## config.mk

```make
export PLATFORM = sky130hd
export DESIGN_NAME = rgb_to_ycbcr_10bit_clamped_flat
export DESIGN_NICKNAME = d
export VERILOG_FILES = /design/src/hdl/rycc_pkg.sv /design/src/hdl/rycc_if.sv /design/src/hdl/rgb_to_ycbcr_10bit_clamped.sv /design/src/flat_wrapper.sv
export SDC_FILE = /design/constraint.sdc
export NUM_CORES = 2
export LEC_CHECK = 0
export BUFFER_PORTS_ARGS = -buffer_cell sky130_fd_sc_hd__buf_2
export CAP_MARGIN = 20
export CORE_ASPECT_RATIO = 0.5
export CORE_MARGIN = 4
export CORE_UTILIZATION = 30
export DETAILED_ROUTE_END_ITERATION = 10
export PLACE_DENSITY = 0.52
export SYNTH_ARGS = -nofsm -noshare
export SYNTH_HDL_FRONTEND = slang
export SYNTH_SLANG_ARGS = --single-unit
```

## constraint.sdc

```tcl
create_clock -name clock -period 13.3 [get_ports clock]
set_input_delay 0.665 -clock clock [delete_from_list [all_inputs] [get_ports clock]]
set_output_delay 0.665 -clock clock [all_outputs]
set_load 0.005 [all_outputs]
```

## src/hdl/rycc_pkg.sv

```systemverilog
// ----------------------------------------------------------------------------
// rycc_pkg
// Shared constants and types for the 10-bit BT.601 RGB to YCbCr converter.
// ----------------------------------------------------------------------------
package rycc_pkg;

   localparam int unsigned COMP_W     = 8;   // input component width
   localparam int unsigned CODE_W     = 10;  // output code width
   localparam int unsigned THRESH_W   = 10;  // threshold register width
   localparam int unsigned CSR_IDX_W  = 2;
   localparam int unsigned CSR_DATA_W = 10;

   // luma weights in Q16, they sum to exactly 65536
   localparam logic [23:0] Y_COEF_R = 24'd19595;
   localparam logic [23:0] Y_COEF_G = 24'd38470;
   localparam logic [23:0] Y_COEF_B = 24'd7471;

   // luma span of 876 codes over full scale 255
   localparam logic [33:0] LUMA_SPAN  = 34'd876;
   localparam logic [34:0] RECIP_255  = 35'd65793;   // floor(2^24 / 255)
   localparam logic [17:0] FULL_SCALE = 18'd255;
   localparam logic [9:0]  OFFSET_Y   = 10'd64;

   // colour-difference gains in Q16
   localparam logic signed [43:0] K_CB = 44'sd129445;
   localparam logic signed [43:0] K_CR = 44'sd163606;
   localparam logic signed [43:0] OFFSET_C_Q32 = 44'sd512 <<< 32;

   localparam logic [COMP_W-1:0] COMP_MAX = '1;

   // reset values of the control registers
   localparam logic                CLAMP_EN_RST = 1'b1;
   localparam logic [THRESH_W-1:0] WHITE_RST    = 10'd747;
   localparam logic [THRESH_W-1:0] BLACK_RST    = 10'd10;

   typedef enum logic [CSR_IDX_W-1:0] {
      CSR_CLAMP_ENABLE    = 2'd0,
      CSR_WHITE_THRESHOLD = 2'd1,
      CSR_BLACK_THRESHOLD = 2'd2
   } csr_index_type;

endpackage

```

## src/hdl/rycc_if.sv

```systemverilog
// ----------------------------------------------------------------------------
// rycc_if
// Valid/ready channels for pixels in, codes out and control register writes.
// ----------------------------------------------------------------------------
interface rycc_pix_if;
   import rycc_pkg::*;

   logic              valid;
   logic              ready;
   logic [COMP_W-1:0] blue_in;
   logic [COMP_W-1:0] green_in;
   logic [COMP_W-1:0] red_in;
   logic              line_end_in;

   modport source (output valid, blue_in, green_in, red_in, line_end_in, input ready);
   modport sink   (input valid, blue_in, green_in, red_in, line_end_in, output ready);
endinterface

interface rycc_code_if;
   import rycc_pkg::*;

   logic              valid;
   logic              ready;
   logic [CODE_W-1:0] luma_code;
   logic [CODE_W-1:0] blue_diff_code;
   logic [CODE_W-1:0] red_diff_code;
   logic              line_end_out;

   modport source (output valid, luma_code, blue_diff_code, red_diff_code, line_end_out,
                   input ready);
   modport sink   (input valid, luma_code, blue_diff_code, red_diff_code, line_end_out,
                   output ready);
endinterface

interface rycc_csr_if;
   import rycc_pkg::*;

   logic                  valid;
   logic                  ready;
   logic [CSR_IDX_W-1:0]  index;
   logic [CSR_DATA_W-1:0] data;

   modport source (output valid, index, data, input ready);
   modport sink   (input valid, index, data, output ready);
endinterface

```

## src/hdl/rgb_to_ycbcr_10bit_clamped.sv

```systemverilog
// ----------------------------------------------------------------------------
// rgb_to_ycbcr_10bit_clamped
// BT.601 RGB to 10-bit YCbCr with optional near-white/near-black clamping.
//
//   channel    dir   handshake      content
//   req_chan   in    valid/ready    blue, green, red (8 bit), end of line
//   rsp_chan   out   valid/ready    luma, Cb, Cr codes (10 bit), end of line
//   csr_chan   in    valid/ready    register index, write data (always ready)
//
// five register stages: clamp, luma sum, scale/difference, multiply, output.
// one pixel per clock while rsp is not stalled; rsp valid once the pixel reaches the output register.
// each stage has its own valid bit and ready, so bubbles collapse and the
// input keeps filling empty stages while a finished result waits at the
// output; with all five stages full and rsp stalled, req ready drops in that same cycle.
// synchronous reset clears valid bits and sets the control registers.
// ----------------------------------------------------------------------------
module rgb_to_ycbcr_10bit_clamped (
   input  logic         clock,
   input  logic         reset,
   rycc_pix_if.sink     req_chan,
   rycc_code_if.source  rsp_chan,
   rycc_csr_if.sink     csr_chan
);
   import rycc_pkg::*;

   localparam int unsigned NUM_STAGES = 5;

   // control registers
   logic                clamp_en_ff;
   logic [THRESH_W-1:0] white_ff;
   logic [THRESH_W-1:0] black_ff;

   // pipeline control
   logic [NUM_STAGES-1:0] vld_ff;
   logic [NUM_STAGES-1:0] vld_in;
   logic [NUM_STAGES-1:0] rdy;

   // stage 1: clamped pixel
   logic [9:0]        sum;
   logic [COMP_W-1:0] s1_b_in, s1_g_in, s1_r_in;
   logic [COMP_W-1:0] s1_b_ff, s1_g_ff, s1_r_ff;
   logic              s1_eol_ff;

   // stage 2: luma in Q16
   logic [23:0]       s2_yq_in;
   logic [23:0]       s2_yq_ff;
   logic [COMP_W-1:0] s2_b_ff, s2_r_ff;
   logic              s2_eol_ff;

   // stage 3: scaled luma and differences
   logic [33:0]        y_span;
   logic [17:0]        s3_t_ff;
   logic signed [24:0] s3_db_in, s3_dr_in;
   logic signed [24:0] s3_db_ff, s3_dr_ff;
   logic               s3_eol_ff;

   // stage 4: quotient estimate and chroma products
   logic [34:0]        q_prod;
   logic [9:0]         s4_q_ff;
   logic [17:0]        s4_t_ff;
   logic signed [43:0] s4_pb_in, s4_pr_in;
   logic signed [43:0] s4_pb_ff, s4_pr_ff;
   logic               s4_eol_ff;

   // stage 5: output register
   logic [17:0]        rem;
   logic [9:0]         luma_in;
   logic signed [43:0] cb_total, cr_total;
   logic [CODE_W-1:0]  cb_in, cr_in;
   logic [CODE_W-1:0]  luma_ff, cb_ff, cr_ff;
   logic               eol_ff;

   // ---------------- control registers ----------------
   assign csr_chan.ready = 1'b1;

   always_ff @(posedge clock) begin
      if (reset) begin
         clamp_en_ff <= CLAMP_EN_RST;
         white_ff    <= WHITE_RST;
         black_ff    <= BLACK_RST;
      end else if (csr_chan.valid) begin
         unique case (csr_index_type'(csr_chan.index))
            CSR_CLAMP_ENABLE:    clamp_en_ff <= csr_chan.data[0];
            CSR_WHITE_THRESHOLD: white_ff    <= csr_chan.data[THRESH_W-1:0];
            CSR_BLACK_THRESHOLD: black_ff    <= csr_chan.data[THRESH_W-1:0];
            default: ;
         endcase
      end
   end

   // ---------------- pipeline flow control ----------------
   always_comb begin
      rdy[NUM_STAGES-1] = !vld_ff[NUM_STAGES-1] || rsp_chan.ready;
      for (int k = NUM_STAGES - 2; k >= 0; k--) begin
         rdy[k] = !vld_ff[k] || rdy[k+1];
      end
      vld_in[0] = rdy[0] ? req_chan.valid : vld_ff[0];
      for (int k = 1; k < NUM_STAGES; k++) begin
         vld_in[k] = rdy[k] ? vld_ff[k-1] : vld_ff[k];
      end
   end

   always_ff @(posedge clock) begin
      if (reset) begin
         vld_ff <= '0;
      end else begin
         vld_ff <= vld_in;
      end
   end

   assign req_chan.ready = rdy[0];

   // ---------------- stage 1: clamp ----------------
   always_comb begin
      sum     = 10'(req_chan.blue_in) + 10'(req_chan.green_in) + 10'(req_chan.red_in);
      s1_b_in = req_chan.blue_in;
      s1_g_in = req_chan.green_in;
      s1_r_in = req_chan.red_in;
      if (clamp_en_ff && (sum > white_ff)) begin
         s1_b_in = COMP_MAX;
         s1_g_in = COMP_MAX;
         s1_r_in = COMP_MAX;
      end
      // black test comes second so it wins when both hit
      if (clamp_en_ff && (sum < black_ff)) begin
         s1_b_in = '0;
         s1_g_in = '0;
         s1_r_in = '0;
      end
   end

   always_ff @(posedge clock) begin
      if (rdy[0]) begin
         s1_b_ff   <= s1_b_in;
         s1_g_ff   <= s1_g_in;
         s1_r_ff   <= s1_r_in;
         s1_eol_ff <= req_chan.line_end_in;
      end
   end

   // ---------------- stage 2: luma sum ----------------
   assign s2_yq_in = 24'(s1_r_ff) * Y_COEF_R + 24'(s1_g_ff) * Y_COEF_G
                   + 24'(s1_b_ff) * Y_COEF_B;

   always_ff @(posedge clock) begin
      if (rdy[1]) begin
         s2_yq_ff  <= s2_yq_in;
         s2_b_ff   <= s1_b_ff;
         s2_r_ff   <= s1_r_ff;
         s2_eol_ff <= s1_eol_ff;
      end
   end

   // ---------------- stage 3: span scale and differences ----------------
   assign y_span   = 34'(s2_yq_ff) * LUMA_SPAN;
   assign s3_db_in = $signed({1'b0, s2_b_ff, 16'b0}) - $signed({1'b0, s2_yq_ff});
   assign s3_dr_in = $signed({1'b0, s2_r_ff, 16'b0}) - $signed({1'b0, s2_yq_ff});

   always_ff @(posedge clock) begin
      if (rdy[2]) begin
         s3_t_ff   <= y_span[33:16];
         s3_db_ff  <= s3_db_in;
         s3_dr_ff  <= s3_dr_in;
         s3_eol_ff <= s2_eol_ff;
      end
   end

   // ---------------- stage 4: divide estimate and chroma gain ----------------
   // quotient by 255 via reciprocal, low by at most one
   assign q_prod   = 35'(s3_t_ff) * RECIP_255;
   assign s4_pb_in = 44'(s3_db_ff) * K_CB;
   assign s4_pr_in = 44'(s3_dr_ff) * K_CR;

   always_ff @(posedge clock) begin
      if (rdy[3]) begin
         s4_q_ff   <= q_prod[33:24];
         s4_t_ff   <= s3_t_ff;
         s4_pb_ff  <= s4_pb_in;
         s4_pr_ff  <= s4_pr_in;
         s4_eol_ff <= s3_eol_ff;
      end
   end

   // ---------------- stage 5: correct, offset, output ----------------
   always_comb begin
      rem      = s4_t_ff - 18'(s4_q_ff) * FULL_SCALE;
      luma_in  = s4_q_ff + 10'(rem >= FULL_SCALE) + OFFSET_Y;
      cb_total = s4_pb_ff + OFFSET_C_Q32;
      cr_total = s4_pr_ff + OFFSET_C_Q32;
      // negative totals floor to zero
      cb_in    = cb_total[43] ? '0 : cb_total[41:32];
      cr_in    = cr_total[43] ? '0 : cr_total[41:32];
   end

   always_ff @(posedge clock) begin
      if (rdy[4]) begin
         luma_ff <= luma_in;
         cb_ff   <= cb_in;
         cr_ff   <= cr_in;
         eol_ff  <= s4_eol_ff;
      end
   end

   assign rsp_chan.valid          = vld_ff[NUM_STAGES-1];
   assign rsp_chan.luma_code      = luma_ff;
   assign rsp_chan.blue_diff_code = cb_ff;
   assign rsp_chan.red_diff_code  = cr_ff;
   assign rsp_chan.line_end_out   = eol_ff;

endmodule

```

## src/flat_wrapper.sv

```systemverilog
// flat-port wrapper written by rule: the top's interface ports become plain ports
module rgb_to_ycbcr_10bit_clamped_flat import rycc_pkg::*;
  (clock, reset, req_chan_valid, req_chan_blue_in, req_chan_green_in, req_chan_red_in, req_chan_line_end_in, req_chan_ready, rsp_chan_valid, rsp_chan_luma_code, rsp_chan_blue_diff_code, rsp_chan_red_diff_code, rsp_chan_line_end_out, rsp_chan_ready, csr_chan_valid, csr_chan_index, csr_chan_data, csr_chan_ready);
  rycc_pix_if req_chan_i ();
  rycc_code_if rsp_chan_i ();
  rycc_csr_if csr_chan_i ();
  input  logic clock;
  input  logic reset;
  input wire logic [$bits(req_chan_i.valid)-1:0] req_chan_valid;
  input wire logic [$bits(req_chan_i.blue_in)-1:0] req_chan_blue_in;
  input wire logic [$bits(req_chan_i.green_in)-1:0] req_chan_green_in;
  input wire logic [$bits(req_chan_i.red_in)-1:0] req_chan_red_in;
  input wire logic [$bits(req_chan_i.line_end_in)-1:0] req_chan_line_end_in;
  output wire logic [$bits(req_chan_i.ready)-1:0] req_chan_ready;
  output wire logic [$bits(rsp_chan_i.valid)-1:0] rsp_chan_valid;
  output wire logic [$bits(rsp_chan_i.luma_code)-1:0] rsp_chan_luma_code;
  output wire logic [$bits(rsp_chan_i.blue_diff_code)-1:0] rsp_chan_blue_diff_code;
  output wire logic [$bits(rsp_chan_i.red_diff_code)-1:0] rsp_chan_red_diff_code;
  output wire logic [$bits(rsp_chan_i.line_end_out)-1:0] rsp_chan_line_end_out;
  input wire logic [$bits(rsp_chan_i.ready)-1:0] rsp_chan_ready;
  input wire logic [$bits(csr_chan_i.valid)-1:0] csr_chan_valid;
  input wire logic [$bits(csr_chan_i.index)-1:0] csr_chan_index;
  input wire logic [$bits(csr_chan_i.data)-1:0] csr_chan_data;
  output wire logic [$bits(csr_chan_i.ready)-1:0] csr_chan_ready;
  assign req_chan_i.valid = req_chan_valid;
  assign req_chan_i.blue_in = req_chan_blue_in;
  assign req_chan_i.green_in = req_chan_green_in;
  assign req_chan_i.red_in = req_chan_red_in;
  assign req_chan_i.line_end_in = req_chan_line_end_in;
  assign req_chan_ready = req_chan_i.ready;
  assign rsp_chan_valid = rsp_chan_i.valid;
  assign rsp_chan_luma_code = rsp_chan_i.luma_code;
  assign rsp_chan_blue_diff_code = rsp_chan_i.blue_diff_code;
  assign rsp_chan_red_diff_code = rsp_chan_i.red_diff_code;
  assign rsp_chan_line_end_out = rsp_chan_i.line_end_out;
  assign rsp_chan_i.ready = rsp_chan_ready;
  assign csr_chan_i.valid = csr_chan_valid;
  assign csr_chan_i.index = csr_chan_index;
  assign csr_chan_i.data = csr_chan_data;
  assign csr_chan_ready = csr_chan_i.ready;
  rgb_to_ycbcr_10bit_clamped u_core (.clock(clock), .reset(reset), .req_chan(req_chan_i), .rsp_chan(rsp_chan_i), .csr_chan(csr_chan_i));
endmodule
```

==> After elaboration in Yosys (flattened, before gate mapping) <==
Index checks and enable logic that the tools add are counted.
{ "classes": {"n_addsub": 11, "n_mul": 8, "n_lt_le_gt_ge": 3, "eq_ne": 2, "mux": 3, "n_reduce_logical": 16} }
{ "op_table": {"columns": ["operator", "n"], "rows": [
  ["adder 44 x 43 -> 44 bit, second input constant", 2],
  ["multiplier 25 x 18 -> 43 bit, second input constant", 2],
  ["subtractor 24 x 24 -> 25 bit", 2],
  ["multiplier 8 x 15 -> 23 bit, second input constant", 2],
  ["multiplier 18 x 17 -> 34 bit, second input constant", 1],
  ["multiplier 24 x 8 -> 32 bit, second input constant", 1],
  ["adder 23 x 24 -> 24 bit", 1],
  ["adder 24 x 21 -> 24 bit", 1],
  ["2-to-1 mux 8 bit", 3],
  ["multiplier 8 x 13 -> 21 bit, second input constant", 1],
  ["greater-or-equal comparator 18 x 8 -> 1 bit, second input constant", 1],
  ["multiplier 10 x 8 -> 18 bit, second input constant", 1],
  ["subtractor 18 bit", 1],
  ["adder 10 x 1 -> 10 bit", 1],
  ["adder 10 x 7 -> 10 bit, second input constant", 1],
  ["adder 10 x 8 -> 10 bit", 1],
  ["greater-than comparator 10 bit", 1],
  ["< comparator 10 bit", 1],
  ["adder 8 x 8 -> 9 bit", 1],
  ["AND reduction 2 bit", 3],
  ["logical NOT 1 bit", 5],
  ["logical OR 1 bit", 5],
  ["equality test 2 x 1 -> 1 bit, second input constant", 1],
  ["equality test 2 bit, second input constant", 1],
  ["other kinds (2)", 3]
]} }
{ "totals": {"reg_bits": 308, "in_bits": 42, "out_inout_bits": 34, "word_cells": 72} }

==> Longest topological paths before layout <==
{ "depth": {"word_depth": 6, "depth_mapped": 30, "ltp_nobuf": 30} }

==> Worst setup path after synthesis <==
No wires, ideal clock.
{ "synth_path": {"path_kind": "register -> register", "from": "register u_core.s1_g_ff[6]", "to": "register u_core.s2_yq_ff[21] (data pin)", "setup_time_ns": 0.259, "t_arrival_ns": 6.576, "required_ns": 13.041, "setup_slack_ns": 6.465, "path_stages_with_launch": 30, "n_path_buf": 0, "period_less_slack_ns": 6.835, "path_cell_list": "edfxtp_1 -> inv_1 -> ha_1 -> ha_1 -> or2_2 -> fa_1 -> fa_1 -> ha_1 -> and2_1 -> o21ai_0 -> a21oi_1 -> nor2_1 -> nor2_1 -> nor2_1 -> xnor2_1 -> fa_1 -> fa_1 -> inv_1 -> fa_1 -> fa_1 -> inv_1 -> ha_1 -> o21a_1 -> o21a_1 -> o21a_1 -> a21oi_1 -> a211oi_1 -> o21a_1 -> nor2_1 -> xnor2_1"} }
{ "synth_between": {"elab_chain_len": 3} }
{ "synth_rtl": {"columns": ["item", "line_no", "text"], "rows": [
  ["start: declaration", "rgb_to_ycbcr_10bit_clamped.sv:41", "logic [COMP_W-1:0] s1_b_ff, s1_g_ff, s1_r_ff;"],
  ["start signal: assignment", "rgb_to_ycbcr_10bit_clamped.sv:135", "s1_g_ff <= s1_g_in;"],
  ["multiplier 8 x 15 -> 23 bit", "rgb_to_ycbcr_10bit_clamped.sv:142", "assign s2_yq_in = 24'(s1_r_ff) * Y_COEF_R + 24'(s1_g_ff) * Y_COEF_G"],
  ["adder 23 x 24 -> 24 bit", "rgb_to_ycbcr_10bit_clamped.sv:142", null],
  ["adder 24 x 21 -> 24 bit", "rgb_to_ycbcr_10bit_clamped.sv:143", "+ 24'(s1_b_ff) * Y_COEF_B;"],
  ["named net u_core.s2_yq_in[21]", "rgb_to_ycbcr_10bit_clamped.sv:45", "logic [23:0] s2_yq_in;"],
  ["end signal: assignment", "rgb_to_ycbcr_10bit_clamped.sv:147", "s2_yq_ff <= s2_yq_in;"],
  ["end: declaration", "rgb_to_ycbcr_10bit_clamped.sv:46", "logic [23:0] s2_yq_ff;"]
]} }
The timed path passes the listed nets, and every way through them passes these cells.
A chain may end at the register's enable or synchronous reset.

==> Final worst setup path <==
Ends and elaborated chain as after synthesis.

==> PnR_summary.wiki <==
{| class="wikitable"
! Metric !! Value
|-
| Number of optimization iterations in the first detailed-route pass || 5
|-
| Buffers inserted during post-CTS setup optimization || 0
|-
| Instance count of the mapped netlist || 3,774
|-
| Number of diodes || 0
|-
| Cell type contributing the most total cell area after synthesis || sky130_fd_sc_hd__fa_1
|-
| Sinks on Clock Net || 228
|-
| Number of cells on the worst hold path || 1
|-
| CP Data Required Time || 13.65 ns
|-
| Post_cts resized || 0
|-
| Number of enable-type register cells in the synthesized netlist || between 200 and 250
|-
| Area of combinational cells with multiple inputs || just under 30,000 µm²
|-
| Setup-failing EPs final || 0
|-
| Proportion of register bits with asynchronous set or reset after synthesis || 0%
|-
| Clock root cell || sky130_fd_sc_hd__clkbuf_16
|-
| Highest cell delay on the worst timing path || between 0.5 and 0.6 ns
|-
| Global-route wire length before repair || 147,000 µm
|-
| Most common cell type on the critical path || sky130_fd_sc_hd__fa_1
|-
| Post-synthesis to final-layout area growth || 8.94%
|-
| Most used standard cell by instance count after synthesis || sky130_fd_sc_hd__inv_1
|-
| Initial antenna violation count || 0
|-
| Dominant combinational cell family by area after synthesis || adder cells
|-
| Synth Area in Simple Gates || 5.31%
|-
| Vias || 24,800
|-
| Crit share post-route || 55.2%
|-
| Initial DRC Count || 1,078
|-
| Clock transition at the registers of the reported paths || 0.06 ns
|-
| Number of vias per cell || 4.37
|-
| Starting density of the core || about 30%
|-
| Crit path arrival time || 7.69 ns
|-
| Post-route clock skew || roughly 0.016 ns
|-
| Hold violation count in the final report || 0
|-
| Detail-routed net length per standard cell || 15.6 µm
|-
| Number of global-route vias before repair || 27,700
|-
| Shortest period the worst path allows || 7.34 ns
|-
| Post-cts hold buffer count || 0
|-
| Final HPWL from detailed placement || roughly 78,000 µm
|-
| R2R cell count || 29
|-
| Maximum capacitance violations || 0
|-
| Fraction of final layout cells sized beyond drive strength 1 || under 10%
|-
| Fraction of the mapped netlist area in compound gates || 6.32%
|-
| Overflow left after global routing || 0
|-
| Relative slew slack || approximately 34%
|-
| Final estimated routing congestion in global placement || just under 0.9
|-
| Synthesized-area fraction occupied by xor and xnor cells || slightly above 3%
|-
| Synth cell count leaders || 1,129 x sky130_fd_sc_hd__inv_1, 735 x sky130_fd_sc_hd__ha_1, 684 x sky130_fd_sc_hd__fa_1, 202 x sky130_fd_sc_hd__edfxtp_1, 151 x sky130_fd_sc_hd__a21oi_1
|-
| Synthesized-area fraction occupied by adder cells || 57.6%
|-
| Max-slew violation count || 0
|-
| Avg Inst Size Synth || ~11 µm²
|-
| Cell at the slowest stage of the critical path || sky130_fd_sc_hd__edfxtp_1
|-
| Total wire length after detailed routing || 88,300 µm
|-
| Clock tree from TritonCTS || yes
|-
| Port Buffers || 74
|-
| Worst Tran Pin Value || 0.991 ns
|-
| Combined area of all synthesized cells || 39,800 µm²
|-
| Multiplexer share of the synthesized area || 0.356%
|-
| Startpoint type of the worst setup path || flip-flop
|-
| Type of element capturing the critical path || flip-flop
|-
| Die area || between 100,000 and 150,000 µm²
|-
| Nets@finish || roughly 5,300
|-
| IO Count || 76
|-
| Synth area leaders || sky130_fd_sc_hd__fa_1 34%, sky130_fd_sc_hd__ha_1 23%, sky130_fd_sc_hd__edfxtp_1 15%
|-
| Synthesized net count || 5,235
|-
| # fillers || 13,500
|-
| Top fanout value on the critical path || 7
|-
| Flip-flop and latch count after synthesis || 228
|-
| Die Wd || 523 µm
|-
| Hold WC Path Type || input port to flip-flop
|-
| Clock Latency Late Sink || 0.60 ns
|-
| Residual DRC count || 0
|-
| Die height || 265 µm
|-
| Setup TNS after final layout || 0 ns
|-
| Total global routing track utilization || between 10% and 20%
|-
| Detail Route Antenna Nets || 0
|-
| Sequential-to-total area share from yosys stat || about 17%
|-
| CTS buffer count || 27
|-
| Synth Warn # || 0
|-
| Area of the core || 131,000 µm²
|-
| Top-area cell type share of the netlist area || 34.4%
|-
| RSZ-0062 raised after global routing || no
|-
| Clock Path Buffers || 3
|-
| Outcome || complete, no violations
|-
| Category of the most critical setup path || flip-flop to flip-flop
|-
| Register cell area after layout || about 6600 µm²
|-
| Max H-tree Level || 1
|-
| Dominant register cell in the synthesized netlist || sky130_fd_sc_hd__edfxtp_1
|-
| Distinct cells, synth || 71
|-
| Maximum achievable frequency || 0.136 GHz
|-
| Core Rows || 94
|-
| Maximum number of pins on one net before global-route repair || 54
|}
## path summary, 6_finish.rpt
check	from	to	slack, ns
worst min register to register	u_core.s2_eol_ff$_DFFE_PP_	u_core.s3_eol_ff$_DFFE_PP_	0.41
worst min-delay path	req_chan_line_end_in	u_core.s1_eol_ff$_DFFE_PP_	0.24
worst max register to register	u_core.s1_g_ff[6]$_SDFFCE_PP0P_	u_core.s2_yq_ff[21]$_DFFE_PP_	5.96
worst max-delay path	u_core.s1_g_ff[6]$_SDFFCE_PP0P_	u_core.s2_yq_ff[21]$_DFFE_PP_	5.96
## placed cells by master, fill, tap and decap left out, types with 11 or more instances in the layout
master,count
sky130_fd_sc_hd__inv_1,1127
sky130_fd_sc_hd__nand2_1,88
sky130_fd_sc_hd__edfxtp_1,202
sky130_fd_sc_hd__nor3_1,40
sky130_fd_sc_hd__nand3b_1,11
sky130_fd_sc_hd__nor2_1,139
sky130_fd_sc_hd__dfxtp_1,26
sky130_fd_sc_hd__o21a_1,24
sky130_fd_sc_hd__a21o_1,41
sky130_fd_sc_hd__o21ai_0,63
sky130_fd_sc_hd__and3_1,12
sky130_fd_sc_hd__nor2b_1,18
sky130_fd_sc_hd__a211oi_1,11
sky130_fd_sc_hd__xor2_1,40
sky130_fd_sc_hd__o21bai_1,15
sky130_fd_sc_hd__and2_1,25
sky130_fd_sc_hd__xnor2_1,99
sky130_fd_sc_hd__clkbuf_16,27
sky130_fd_sc_hd__nand3_1,28
sky130_fd_sc_hd__nand2b_1,19
sky130_fd_sc_hd__buf_2,74
sky130_fd_sc_hd__mux2i_1,13
sky130_fd_sc_hd__fa_1,684
sky130_fd_sc_hd__a21oi_1,151
sky130_fd_sc_hd__ha_1,735
sky130_fd_sc_hd__nand4_1,15
sky130_fd_sc_hd__a31oi_1,12
## registers in the layout, summed over array words and instances (netlist names), 11 cells and up
register	cells
u_core.s4_pr_ff	12
u_core.s4_t_ff	18
u_core.s4_pb_ff	11
u_core.s3_dr_ff	25
u_core.s3_t_ff	18
u_core.s2_yq_ff	24
## cell type report
| cell class | instances | share of cell area [%] |
|---|---|---|
| flip-flops and latches | 228 | 15.2 |
| inverters | 1129 | 9.78 |
| repair buffers | 82 | 0.994 |
| multi-input cells | 2401 | 66.7 |
| clock buffers | 33 | 1.61 |
| well taps | 1776 | 5.13 |
| clock inverters | 17 | 0.604 |
## per-stage QoR
step / instances / worst slack [ns] / hold slack [ns] / util (%) / instance area, µm²
floorplan: 3774 / 6.47 / 0.400 / - / 39800
global placement: 5616 / 5.92 / 0.402 / 32.2 / 42400
detailed placement: 5616 / 5.94 / 0.405 / 32.2 / 42400
CTS: 5666 / 5.92 / 0.195 / 32.9 / 43300
global route: 5666 / 5.55 / 0.208 / 32.9 / 43300
finish: 5666 / 5.96 / 0.241 / 32.9 / 43300
## per-layer routing
metal	global-route usage (%)	vias to the layer above	share of wire, %
met2	22.6	231	48
met1	18.2	12400	47
li1	-	12000	-
met4	1.84	0	1.3
met5	0	-	0
met3	1.78	75	3.3
## kinds of logic after synthesis
family / after synthesis
flops: 228
mux: 14
fa+ha+maj: 1419
buf+inv: 1145
simple gates: 435
other cells: 1
xor+xnor: 139
compound gates: 393
## critical path: cells and delay by family (launching register included)
family                   cells  cell delay (ns)
XOR/XNOR                     2             0.23
AND/OR/NAND/NOR              6             0.86
AO/OA/AOI/OAI                8             1.44
buffers and inverters        3             0.18
flip-flops                   1             0.53
adder cells (fa/ha/maj)     10             3.85
Power is not shown: default switching activity piles up to over one toggle a cycle in this logic, so the estimate is an artifact.
